--- config.mk ---
export PLATFORM = sky130hd
export DESIGN_NAME = truncated_series_sin_cos_exp_top
export DESIGN_NICKNAME = d
export VERILOG_FILES = /design/src/tssce_pkg.sv /design/src/tssce_dp.sv /design/src/tssce_ctrl.sv /design/src/truncated_series_sin_cos_exp_top.sv
export SDC_FILE = /design/constraint.sdc
export NUM_CORES = 2
export LEC_CHECK = 0
export BUFFER_PORTS_ARGS = -buffer_cell sky130_fd_sc_hd__buf_2
export CORE_UTILIZATION = 41
export CTS_CLUSTER_DIAMETER = 150
export DETAILED_ROUTE_END_ITERATION = 6
export PLACE_DENSITY_LB_ADDON = 0.25
export SLEW_MARGIN = 25
export SYNTH_ARGS = -nofsm -noshare
export SYNTH_HDL_FRONTEND = slang
export SYNTH_SLANG_ARGS = --single-unit
--- constraint.sdc ---
create_clock -name i_clk -period 25.3 [get_ports i_clk]
set_input_delay 0 -clock i_clk [delete_from_list [all_inputs] [get_ports i_clk]]
set_output_delay 0 -clock i_clk [all_outputs]
set_load 0.01 [all_outputs]
--- src/tssce_pkg.sv ---
`timescale 1ns / 1ps

package tssce_pkg;

    // fixed-point formats
    localparam int FRAC_BITS  = 24;
    localparam int ARG_W      = 32;
    localparam int OUT_W      = 40;

    // configuration port
    localparam int MODE_W     = 2;
    localparam int TERMS_W    = 6;
    localparam int CFG_IDX_W  = 2;
    localparam int CFG_DATA_W = 6;

    localparam logic [CFG_IDX_W-1:0] REG_FUNCTION_MODE = 2'd0;
    localparam logic [CFG_IDX_W-1:0] REG_TERM_COUNT    = 2'd1;

    localparam logic [MODE_W-1:0] MODE_SIN = 2'd0;
    localparam logic [MODE_W-1:0] MODE_COS = 2'd1;
    localparam logic [MODE_W-1:0] MODE_EXP = 2'd2;

    localparam logic [TERMS_W-1:0] TERM_COUNT_RST = 6'd8;

    // shared multiplier: four half-width partial products
    localparam int HALF_W    = OUT_W / 2;
    localparam int PROD_W    = 2 * OUT_W;
    localparam int RND_W     = PROD_W + 1;
    localparam int P_W       = RND_W - FRAC_BITS;
    localparam int MUL_STEPS = 4;

    // divider: DIV_BITS quotient bits per cycle
    localparam int DIVN_W    = P_W + 1;
    localparam int DIV_BITS  = 8;
    localparam int DIV_STEPS = OUT_W / DIV_BITS;
    localparam int STEP_W    = 3;

    localparam logic [OUT_W-1:0] POS_LIM  = {1'b0, {(OUT_W-1){1'b1}}};
    localparam logic [OUT_W-1:0] NEG_LIM  = {1'b1, {(OUT_W-1){1'b0}}};
    localparam logic [OUT_W-1:0] FIX_ONE  = OUT_W'(1) << FRAC_BITS;
    localparam logic [RND_W-1:0] RND_HALF = RND_W'(1) << (FRAC_BITS - 1);

    // commands from controller to datapath
    typedef struct packed {
        logic       load;
        logic       sq_sel;
        logic       mul_en;
        logic [1:0] mul_step;
        logic       sq_fin;
        logic       ld_div;
        logic       rnd;
        logic       div_en;
        logic       acc;
        logic       ld_out;
    } t_dp_cmd;

endpackage

--- src/tssce_dp.sv ---
`timescale 1ns / 1ps

module tssce_dp #(
    parameter int  MAX_TERMS = 32,
    localparam int CNT_W     = $clog2(MAX_TERMS + 1)
) (
    input  logic                                 i_clk,
    input  tssce_pkg::t_dp_cmd                   i_cmd,
    input  logic [CNT_W-1:0]                     i_term_idx,
    input  logic [tssce_pkg::MODE_W-1:0]         i_mode,
    input  logic signed [tssce_pkg::ARG_W-1:0]   i_argument,
    output logic signed [tssce_pkg::OUT_W-1:0]   o_approximation,
    output logic                                 o_overflow
);
    import tssce_pkg::*;

    localparam int D_W  = $clog2(4 * MAX_TERMS * MAX_TERMS + 1);
    localparam int DC_W = 2 * CNT_W + 3;
    localparam int HI_W = DIVN_W - OUT_W;

    logic [OUT_W-1:0]  r_m;
    logic              r_mneg;
    logic [OUT_W-1:0]  r_tmag;
    logic              r_tneg;
    logic [OUT_W-1:0]  r_sum;
    logic              r_ovf;
    logic [PROD_W-1:0] r_acc;
    logic [D_W-1:0]    r_div;
    logic [D_W-1:0]    r_rem;
    logic [OUT_W-1:0]  r_quo;
    logic              r_sat;
    logic [OUT_W-1:0]  r_approx;
    logic              r_ovf_out;

    logic              is_exp;
    logic              is_sin;
    logic [ARG_W-1:0]  arg_u;
    logic              arg_neg;
    logic [ARG_W-1:0]  n_xm;
    logic [OUT_W-1:0]  arg_ext;

    logic [OUT_W-1:0]  a_op;
    logic [HALF_W-1:0] a_part;
    logic [HALF_W-1:0] b_part;
    logic [OUT_W-1:0]  pp;
    logic [PROD_W-1:0] pp_ext;
    logic [PROD_W-1:0] pp_sh;
    logic [1:0]        sh;
    logic [PROD_W-1:0] n_acc;

    logic [RND_W-1:0]  rnd;
    logic              big;
    logic [P_W-1:0]    p;
    logic [DIVN_W-1:0] divn;
    logic [HI_W-1:0]   div_hi;
    logic              div_ovf;

    logic [DC_W-1:0]   idx_ext;
    logic [DC_W-1:0]   d_sq;
    logic [DC_W-1:0]   n_dcalc;

    logic [D_W-1:0]    n_rem;
    logic [OUT_W-1:0]  n_quo;

    logic              neg;
    logic [OUT_W-1:0]  lim;
    logic              tsat;
    logic [OUT_W-1:0]  mag;
    logic [OUT_W:0]    tval;
    logic [OUT_W:0]    sum_w;
    logic              ssat;
    logic [OUT_W-1:0]  n_sum;

    // decode mode and argument magnitude
    assign is_exp  = i_mode[1];
    assign is_sin  = (i_mode == MODE_SIN);
    assign arg_u   = i_argument;
    assign arg_neg = arg_u[ARG_W-1];
    assign n_xm    = arg_neg ? (ARG_W'(0) - arg_u) : arg_u;
    assign arg_ext = {{(OUT_W-ARG_W){arg_u[ARG_W-1]}}, arg_u};

    // one half-width partial product per cycle, accumulated
    always_comb begin
        a_op   = i_cmd.sq_sel ? r_m : r_tmag;
        a_part = i_cmd.mul_step[0] ? a_op[OUT_W-1:HALF_W] : a_op[HALF_W-1:0];
        b_part = i_cmd.mul_step[1] ? r_m[OUT_W-1:HALF_W] : r_m[HALF_W-1:0];
        pp     = OUT_W'(a_part * b_part);
        pp_ext = PROD_W'(pp);
        sh     = {1'b0, i_cmd.mul_step[0]} + {1'b0, i_cmd.mul_step[1]};
        case (sh)
            2'd0:    pp_sh = pp_ext;
            2'd1:    pp_sh = pp_ext << HALF_W;
            default: pp_sh = pp_ext << (2 * HALF_W);
        endcase
        n_acc = (i_cmd.mul_step == 2'd0) ? pp_sh : (r_acc + pp_sh);
    end

    // round the product, add half the divisor, split off the high part
    always_comb begin
        rnd     = {1'b0, r_acc} + RND_HALF;
        big     = (rnd >> (FRAC_BITS + 63)) != '0;
        p       = rnd[RND_W-1:FRAC_BITS];
        divn    = {1'b0, p} + DIVN_W'(r_div >> 1);
        div_hi  = divn[DIVN_W-1:OUT_W];
        div_ovf = div_hi >= HI_W'(r_div);
    end

    // divisor for term i
    always_comb begin
        idx_ext = DC_W'(i_term_idx);
        d_sq    = DC_W'(idx_ext * idx_ext) << 2;
        if (is_exp) begin
            n_dcalc = idx_ext;
        end else if (is_sin) begin
            n_dcalc = d_sq + (idx_ext << 1);
        end else begin
            n_dcalc = d_sq - (idx_ext << 1);
        end
    end

    // restoring division, DIV_BITS quotient bits per cycle
    always_comb begin
        logic [D_W:0] trial;
        logic         qbit;
        n_rem = r_rem;
        n_quo = r_quo;
        for (int k = 0; k < DIV_BITS; k++) begin
            trial = {n_rem, n_quo[OUT_W-1]};
            qbit  = trial >= {1'b0, r_div};
            if (qbit) begin
                trial = trial - {1'b0, r_div};
            end
            n_rem = trial[D_W-1:0];
            n_quo = {n_quo[OUT_W-2:0], qbit};
        end
    end

    // saturate the term and add it to the sum
    always_comb begin
        neg   = r_tneg ^ r_mneg;
        lim   = neg ? NEG_LIM : POS_LIM;
        tsat  = r_sat || (r_quo > lim);
        mag   = tsat ? lim : r_quo;
        tval  = neg ? ((OUT_W+1)'(0) - {1'b0, mag}) : {1'b0, mag};
        sum_w = {r_sum[OUT_W-1], r_sum} + tval;
        ssat  = sum_w[OUT_W] != sum_w[OUT_W-1];
        if (ssat) begin
            n_sum = sum_w[OUT_W] ? NEG_LIM : POS_LIM;
        end else begin
            n_sum = sum_w[OUT_W-1:0];
        end
    end

    always_ff @(posedge i_clk) begin
        // load the first term
        if (i_cmd.load) begin
            r_m    <= OUT_W'(n_xm);
            r_mneg <= is_exp ? arg_neg : 1'b1;
            r_ovf  <= 1'b0;
            if (is_sin) begin
                r_tmag <= OUT_W'(n_xm);
                r_tneg <= arg_neg;
                r_sum  <= arg_ext;
            end else begin
                r_tmag <= FIX_ONE;
                r_tneg <= 1'b0;
                r_sum  <= FIX_ONE;
            end
        end
        if (i_cmd.mul_en) begin
            r_acc <= n_acc;
        end
        // x*x rounded becomes the multiplier
        if (i_cmd.sq_fin) begin
            r_m <= rnd[FRAC_BITS+OUT_W-1:FRAC_BITS];
        end
        if (i_cmd.ld_div) begin
            r_div <= n_dcalc[D_W-1:0];
        end
        if (i_cmd.rnd) begin
            r_quo <= divn[OUT_W-1:0];
            r_rem <= div_hi[D_W-1:0];
            r_sat <= big | div_ovf;
        end
        if (i_cmd.div_en) begin
            r_quo <= n_quo;
            r_rem <= n_rem;
        end
        if (i_cmd.acc) begin
            r_tmag <= mag;
            r_tneg <= neg & (mag != '0);
            r_sum  <= n_sum;
            r_ovf  <= r_ovf | tsat | ssat;
        end
        // hold the result for the output channel
        if (i_cmd.ld_out) begin
            r_approx  <= r_sum;
            r_ovf_out <= r_ovf;
        end
    end

    assign o_approximation = r_approx;
    assign o_overflow      = r_ovf_out;

endmodule

--- src/tssce_ctrl.sv ---
`timescale 1ns / 1ps

module tssce_ctrl #(
    parameter int  MAX_TERMS = 32,
    localparam int CNT_W     = $clog2(MAX_TERMS + 1)
) (
    input  logic                          i_clk,
    input  logic                          i_rst_n,
    input  logic [tssce_pkg::MODE_W-1:0]  i_mode,
    input  logic [tssce_pkg::TERMS_W-1:0] i_term_count,
    input  logic                          i_in_valid,
    output logic                          o_in_stall,
    output logic                          o_out_valid,
    input  logic                          i_out_stall,
    output tssce_pkg::t_dp_cmd            o_cmd,
    output logic [CNT_W-1:0]              o_term_idx
);
    import tssce_pkg::*;

    localparam int N_W = (CNT_W > TERMS_W) ? CNT_W : TERMS_W;

    localparam logic [3:0] S_IDLE  = 4'd0;
    localparam logic [3:0] S_SQ    = 4'd1;
    localparam logic [3:0] S_SQFIN = 4'd2;
    localparam logic [3:0] S_CHK   = 4'd3;
    localparam logic [3:0] S_MUL   = 4'd4;
    localparam logic [3:0] S_RND   = 4'd5;
    localparam logic [3:0] S_DIV   = 4'd6;
    localparam logic [3:0] S_ACC   = 4'd7;
    localparam logic [3:0] S_DONE  = 4'd8;

    logic [3:0]        r_state;
    logic [3:0]        n_state;
    logic [STEP_W-1:0] r_step;
    logic [STEP_W-1:0] n_step;
    logic [CNT_W-1:0]  r_idx;
    logic [CNT_W-1:0]  n_idx;
    logic              r_out_valid;
    logic              n_out_valid;
    logic [N_W-1:0]    n_terms;
    t_dp_cmd           cmd;

    // clamp the term count to 1..MAX_TERMS
    always_comb begin
        if (i_term_count == '0) begin
            n_terms = N_W'(1);
        end else if (N_W'(i_term_count) > N_W'(MAX_TERMS)) begin
            n_terms = N_W'(MAX_TERMS);
        end else begin
            n_terms = N_W'(i_term_count);
        end
    end

    // sequence the datapath
    always_comb begin
        n_state = r_state;
        n_step  = r_step;
        n_idx   = r_idx;
        cmd     = '0;
        cmd.mul_step = r_step[1:0];
        case (r_state)
            S_IDLE: begin
                if (i_in_valid) begin
                    cmd.load = 1'b1;
                    n_idx    = CNT_W'(1);
                    n_step   = '0;
                    n_state  = i_mode[1] ? S_CHK : S_SQ;
                end
            end
            S_SQ: begin
                cmd.mul_en = 1'b1;
                cmd.sq_sel = 1'b1;
                n_step     = r_step + 1'b1;
                if (r_step == STEP_W'(MUL_STEPS - 1)) begin
                    n_step  = '0;
                    n_state = S_SQFIN;
                end
            end
            S_SQFIN: begin
                cmd.sq_fin = 1'b1;
                n_state    = S_CHK;
            end
            S_CHK: begin
                if (N_W'(r_idx) >= n_terms) begin
                    n_state = S_DONE;
                end else begin
                    cmd.ld_div = 1'b1;
                    n_step     = '0;
                    n_state    = S_MUL;
                end
            end
            S_MUL: begin
                cmd.mul_en = 1'b1;
                n_step     = r_step + 1'b1;
                if (r_step == STEP_W'(MUL_STEPS - 1)) begin
                    n_step  = '0;
                    n_state = S_RND;
                end
            end
            S_RND: begin
                cmd.rnd = 1'b1;
                n_state = S_DIV;
            end
            S_DIV: begin
                cmd.div_en = 1'b1;
                n_step     = r_step + 1'b1;
                if (r_step == STEP_W'(DIV_STEPS - 1)) begin
                    n_step  = '0;
                    n_state = S_ACC;
                end
            end
            S_ACC: begin
                cmd.acc = 1'b1;
                n_idx   = r_idx + 1'b1;
                n_state = S_CHK;
            end
            S_DONE: begin
                if (!r_out_valid || !i_out_stall) begin
                    cmd.ld_out = 1'b1;
                    n_state    = S_IDLE;
                end
            end
            default: begin
                n_state = S_IDLE;
            end
        endcase
    end

    // output valid: set on load, drop when the item is taken
    always_comb begin
        n_out_valid = r_out_valid;
        if (cmd.ld_out) begin
            n_out_valid = 1'b1;
        end else if (!i_out_stall) begin
            n_out_valid = 1'b0;
        end
    end

    always_ff @(posedge i_clk) begin
        if (!i_rst_n) begin
            r_state     <= S_IDLE;
            r_step      <= '0;
            r_idx       <= '0;
            r_out_valid <= 1'b0;
        end else begin
            r_state     <= n_state;
            r_step      <= n_step;
            r_idx       <= n_idx;
            r_out_valid <= n_out_valid;
        end
    end

    assign o_in_stall  = (r_state != S_IDLE);
    assign o_out_valid = r_out_valid;
    assign o_cmd       = cmd;
    assign o_term_idx  = r_idx;

endmodule

--- src/truncated_series_sin_cos_exp_top.sv ---
// Channel   Direction  Handshake                  Payload
// input     in         i_in_valid / o_in_stall    i_argument (Q8.24)
// output    out        o_out_valid / i_out_stall  o_approximation (Q16.24), o_overflow
// config    in         i_cfg_we                   i_cfg_index, i_cfg_data
//
// The input stalls while an item is in work, so items do not overlap.
// Each term takes four passes through one 20x20 multiplier and five passes
// through an 8-bit-per-cycle divider; for sine and cosine, squaring x takes four more passes.
// Reset is synchronous and active low; it restores mode sine and 8 terms.
// A finished result waits in the output register; the next item is accepted
// meanwhile, and the block holds its result only if that register is full and stalled.
`timescale 1ns / 1ps

module truncated_series_sin_cos_exp_top #(
    parameter int MAX_TERMS = 32
) (
    input  logic                                 i_clk,
    input  logic                                 i_rst_n,
    input  logic                                 i_in_valid,
    output logic                                 o_in_stall,
    input  logic signed [tssce_pkg::ARG_W-1:0]   i_argument,
    output logic                                 o_out_valid,
    input  logic                                 i_out_stall,
    output logic signed [tssce_pkg::OUT_W-1:0]   o_approximation,
    output logic                                 o_overflow,
    input  logic                                 i_cfg_we,
    input  logic [tssce_pkg::CFG_IDX_W-1:0]      i_cfg_index,
    input  logic [tssce_pkg::CFG_DATA_W-1:0]     i_cfg_data
);
    import tssce_pkg::*;

    localparam int CNT_W = $clog2(MAX_TERMS + 1);

    logic [MODE_W-1:0]  r_mode;
    logic [TERMS_W-1:0] r_term_count;
    t_dp_cmd            cmd;
    logic [CNT_W-1:0]   term_idx;

    // configuration registers
    always_ff @(posedge i_clk) begin
        if (!i_rst_n) begin
            r_mode       <= MODE_SIN;
            r_term_count <= TERM_COUNT_RST;
        end else if (i_cfg_we) begin
            if (i_cfg_index == REG_FUNCTION_MODE) begin
                r_mode <= i_cfg_data[MODE_W-1:0];
            end else if (i_cfg_index == REG_TERM_COUNT) begin
                r_term_count <= i_cfg_data[TERMS_W-1:0];
            end
        end
    end

    tssce_ctrl #(
        .MAX_TERMS (MAX_TERMS)
    ) u_ctrl (
        .i_clk        (i_clk),
        .i_rst_n      (i_rst_n),
        .i_mode       (r_mode),
        .i_term_count (r_term_count),
        .i_in_valid   (i_in_valid),
        .o_in_stall   (o_in_stall),
        .o_out_valid  (o_out_valid),
        .i_out_stall  (i_out_stall),
        .o_cmd        (cmd),
        .o_term_idx   (term_idx)
    );

    tssce_dp #(
        .MAX_TERMS (MAX_TERMS)
    ) u_dp (
        .i_clk           (i_clk),
        .i_cmd           (cmd),
        .i_term_idx      (term_idx),
        .i_mode          (r_mode),
        .i_argument      (i_argument),
        .o_approximation (o_approximation),
        .o_overflow      (o_overflow)
    );

    // an accepted item makes the block busy
    a_busy_after_accept: assert property (@(posedge i_clk) disable iff (!i_rst_n)
        (i_in_valid && !o_in_stall) |=> o_in_stall)
        else $error("input not stalled after accepting an item");

    // a new result only appears at the end of an item's work
    a_result_from_work: assert property (@(posedge i_clk) disable iff (!i_rst_n)
        $rose(o_out_valid) |-> $past(o_in_stall))
        else $error("result appeared without an item in work");

    // leaving the busy phase loads the output register
    a_done_loads_output: assert property (@(posedge i_clk) disable iff (!i_rst_n)
        ($fell(o_in_stall) && $past(i_rst_n)) |-> o_out_valid)
        else $error("block went idle without presenting its result");

endmodule
==> run metrics <==
outcome=finished, final reports clean; post-synthesis async set-or-reset flop share=0%; Remaining Overflow, GRT=0; crit path DAT=approximately 24 ns; final WL=155 mm; DRT antenna net count=0; TNS Setup=0 ns; Setup Skew=between 0.06 and 0.07 ns; Cell Area, Synth=0.0478 mm2; Post-Synthesis Net Count=6,416; root buffer cell=clkbuf_16; area grow syn2layout=8.25%; Crit Path Max Fanout=21; CP required=25.66 ns; fmax=42.6 MHz; H-tree levels=2; cts bufs inserted=46; router iterations before antenna repair=5; Seq/Total Area, Yosys=20.5%; share of layout cells above drive strength 1=7.12%; fin nets=between 6,000 and 7,000; Reg clk slew, reported paths=around 0.060 ns; final critical-path share of the clock period=92.7%; die area=0.118 mm2; DP HPWL=roughly 120 mm; Synth warnings=0; Worst Hold Class=in -> reg; critical path startpoint=u_dp.r_div[1]; I/O pin count=around 90; Worst-Margin Slew=~1.0 ns; initial drt markers=3,796; Clock Latency Late Sink=approximately 0.66 ns; #FFs+latches synth=333; Startpoint Class=flop; Die W=343 um; CP dominant cell by count=o21ai_0; global-route wire length before repair=239 mm; pin count of the biggest net entering global routing=80; fillers=11,300; crit end category=flop; starting density of the core=41.5%; Avg Cell Area, Syn=8.59 um2; CTS tree=built; Non-Filler Instances=between 7,000 and 8,000; CTS sink count=333; unrepaired setup endpoints after global routing=no; Final Hold Fails=0; post-synthesis cell type count=108; vias in the first global route=39,800; Avg WL per Cell=21.9 um; Worst R2R Start=u_dp.r_div[1]; Slew Viols, Final=0; dominant synthesized flop cell=edfxtp_1; Max-Cap Viols=0; cell count after synthesis=5,557; Setup Fix Bufs, Post-CTS=0; via count=41,600; Die H=343 um; dpl cells=6,970; gr usage total=a little over a quarter; CTS Buffer Depth=3; Critical Path Max Stage Delay=about 0.5 ns; Setup CP Type=reg -> reg; Rows=124; CP max stage cell=mux2i_4; initial antenna violation count=5; DRC Markers=0; critical hold path startpoint=i_cfg_index[0]; PortBufs=87; placer congestion estimate=0.964; minimum clock period after layout=around 23 ns; Buf/Inv on CP=3; Core Area=0.115 mm2; Slew HR=32.3%; Via density=roughly 6; Post-synth EDFFs=311; Final Setup Violations=0; Worst path top cell family by delay=compound AO/OA/AOI/OAI gates
[registers in the layout, summed over array words and instances (netlist names)]
name / count
u_dp.r_rem: 13
u_dp.r_tmag: 40
u_dp.r_div: 13
u_dp.r_sum: 40
u_dp.r_quo: 40
u_dp.r_mneg: 1
r_mode: 2
u_ctrl.o_term_idx: 6
u_dp.o_overflow: 1
u_ctrl.o_out_valid: 1
u_dp.r_ovf: 1
u_ctrl.r_step: 3
u_dp.o_approximation: 40
r_term_count: 6
u_dp.r_m: 40
u_dp.r_sat: 1
u_dp.r_tneg: 1
u_ctrl.r_state: 4
u_dp.r_acc: 80
[worst paths after layout]
check | to | cells after the start | slack, ns
setup / recovery | u_dp.r_rem[3] | 88 | 1.85
hold / removal | r_term_count[0] | 4 | 0.07
setup reg to reg | u_dp.r_rem[3] | 88 | 1.85
hold reg to reg | u_dp.o_approximation[35] | 0 | 0.46
[cells in the final DEF (no fill, tap or decap), types with 22 or more instances in the layout]
master,count
nand2_1,625
inv_1,515
ha_1,474
a21oi_1,408
nor2_1,406
fa_1,339
edfxtp_1,311
o21ai_0,266
xnor2_1,229
a21o_1,186
xor2_1,140
nor2b_1,133
nand3_1,91
buf_2,87
and2_1,83
nor3_1,80
nand2b_1,68
mux2i_1,64
mux2_2,62
buf_4,62
nand4_1,57
dlygate4sd3_1,49
clkbuf_16,46
o21a_1,45
or3_1,43
and3_1,41
o21bai_1,40
a31oi_1,36
a221o_1,34
o22ai_1,33
a22o_1,29
o31ai_1,27
a21boi_0,26
a211oi_1,24
or2_2,22
dfxtp_1,22
[worst min-delay path, delay by kind of cell]
| family | cells | cell delay (ns) |
|---|---|---|
| and+or+nand+nor | 2 | 0.39 |
| muxes | 1 | 0.13 |
| buffers and inverters | 1 | 0.10 |
[cell usage after synthesis (all sizes together), types with 27 or more instances]
cell type	count	area, um2
o31ai	27	203
clkbuf	210	788
nor2b	135	845
and3	42	264
a31oi	37	231
o21ai	287	1450
or3	44	275
xor2	141	1230
nand2	628	2360
fa	339	6790
nand3	93	475
o21a	46	345
a211oi	27	225
nor2	411	1550
xnor2	229	2010
mux2i	71	718
o21bai	40	300
nor3	85	447
a221o	34	340
a22o	29	254
o22ai	33	206
ha	475	5940
edfxtp	311	9340
buf	39	229
a21o	186	1400
nand4	59	382
and2	86	541
nand2b	68	425
mux2	69	784
a21oi	412	2070
inv	519	1950
[metal layers]
metal | part of all wire (%) | routed length (um) | up-vias | global-route usage [%]
met5 | 0.0084 | 13 | - | 0
met4 | 2.9 | 4470 | 2 | 7.20
met3 | 6.9 | 10800 | 243 | 3.13
met2 | 45 | 70400 | 1489 | 41.9
met1 | 45 | 69700 | 20400 | 37.1
li1 | - | - | 19500 | -
[area by class of cell]
type                       instances  area, um2  share of cell area, %
timing repair buffer             199       1400                   2.71
sequential                       333       9780                   18.9
clock inverter                    33        332                  0.641
inverter                         519       1950                   3.77
tap                             1512       1890                   3.66
multi-input combinational       4456      35200                   68.0
clock buffer                      52       1170                   2.27
antenna                            1       2.50                0.00484
[metrics by stage]
stage | area [um2] | worst slack (ns) | hold slack [ns] | utilization (%)
4_1_cts | 51700 | 1.33 | 0.0256 | 44.9
3_5_place_dp | 49700 | 1.41 | 0.218 | 43.2
6_report | 51700 | 1.85 | 0.0699 | 45.0
2_1_floorplan | 47800 | 5.37 | 0.125 | -
5_1_grt | 51700 | 0.0205 | 0.0854 | 45.0
3_3_place_gp | 49700 | 1.86 | 0.213 | 43.2
[cell families after synthesis]
group | count (synthesis) | share of synthesized area, %
compound gates | 1361 | 18.5
xor+xnor | 370 | 6.79
fa+ha+maj | 815 | 26.7
buf+inv | 768 | 6.21
flops | 333 | 20.5
mux | 155 | 3.85
simple gates | 1755 | 17.5
[repair_timing]
item	4_1_cts	5_1_grt
endpoints found under the hold margin	99	0
gates resized for setup	0	3
setup endpoints to repair	0	14
hold buffers	49	0
Power is left out: the tool's default activity adds up to more than one toggle a clock period on the data nets, which glitch-free logic cannot reach.
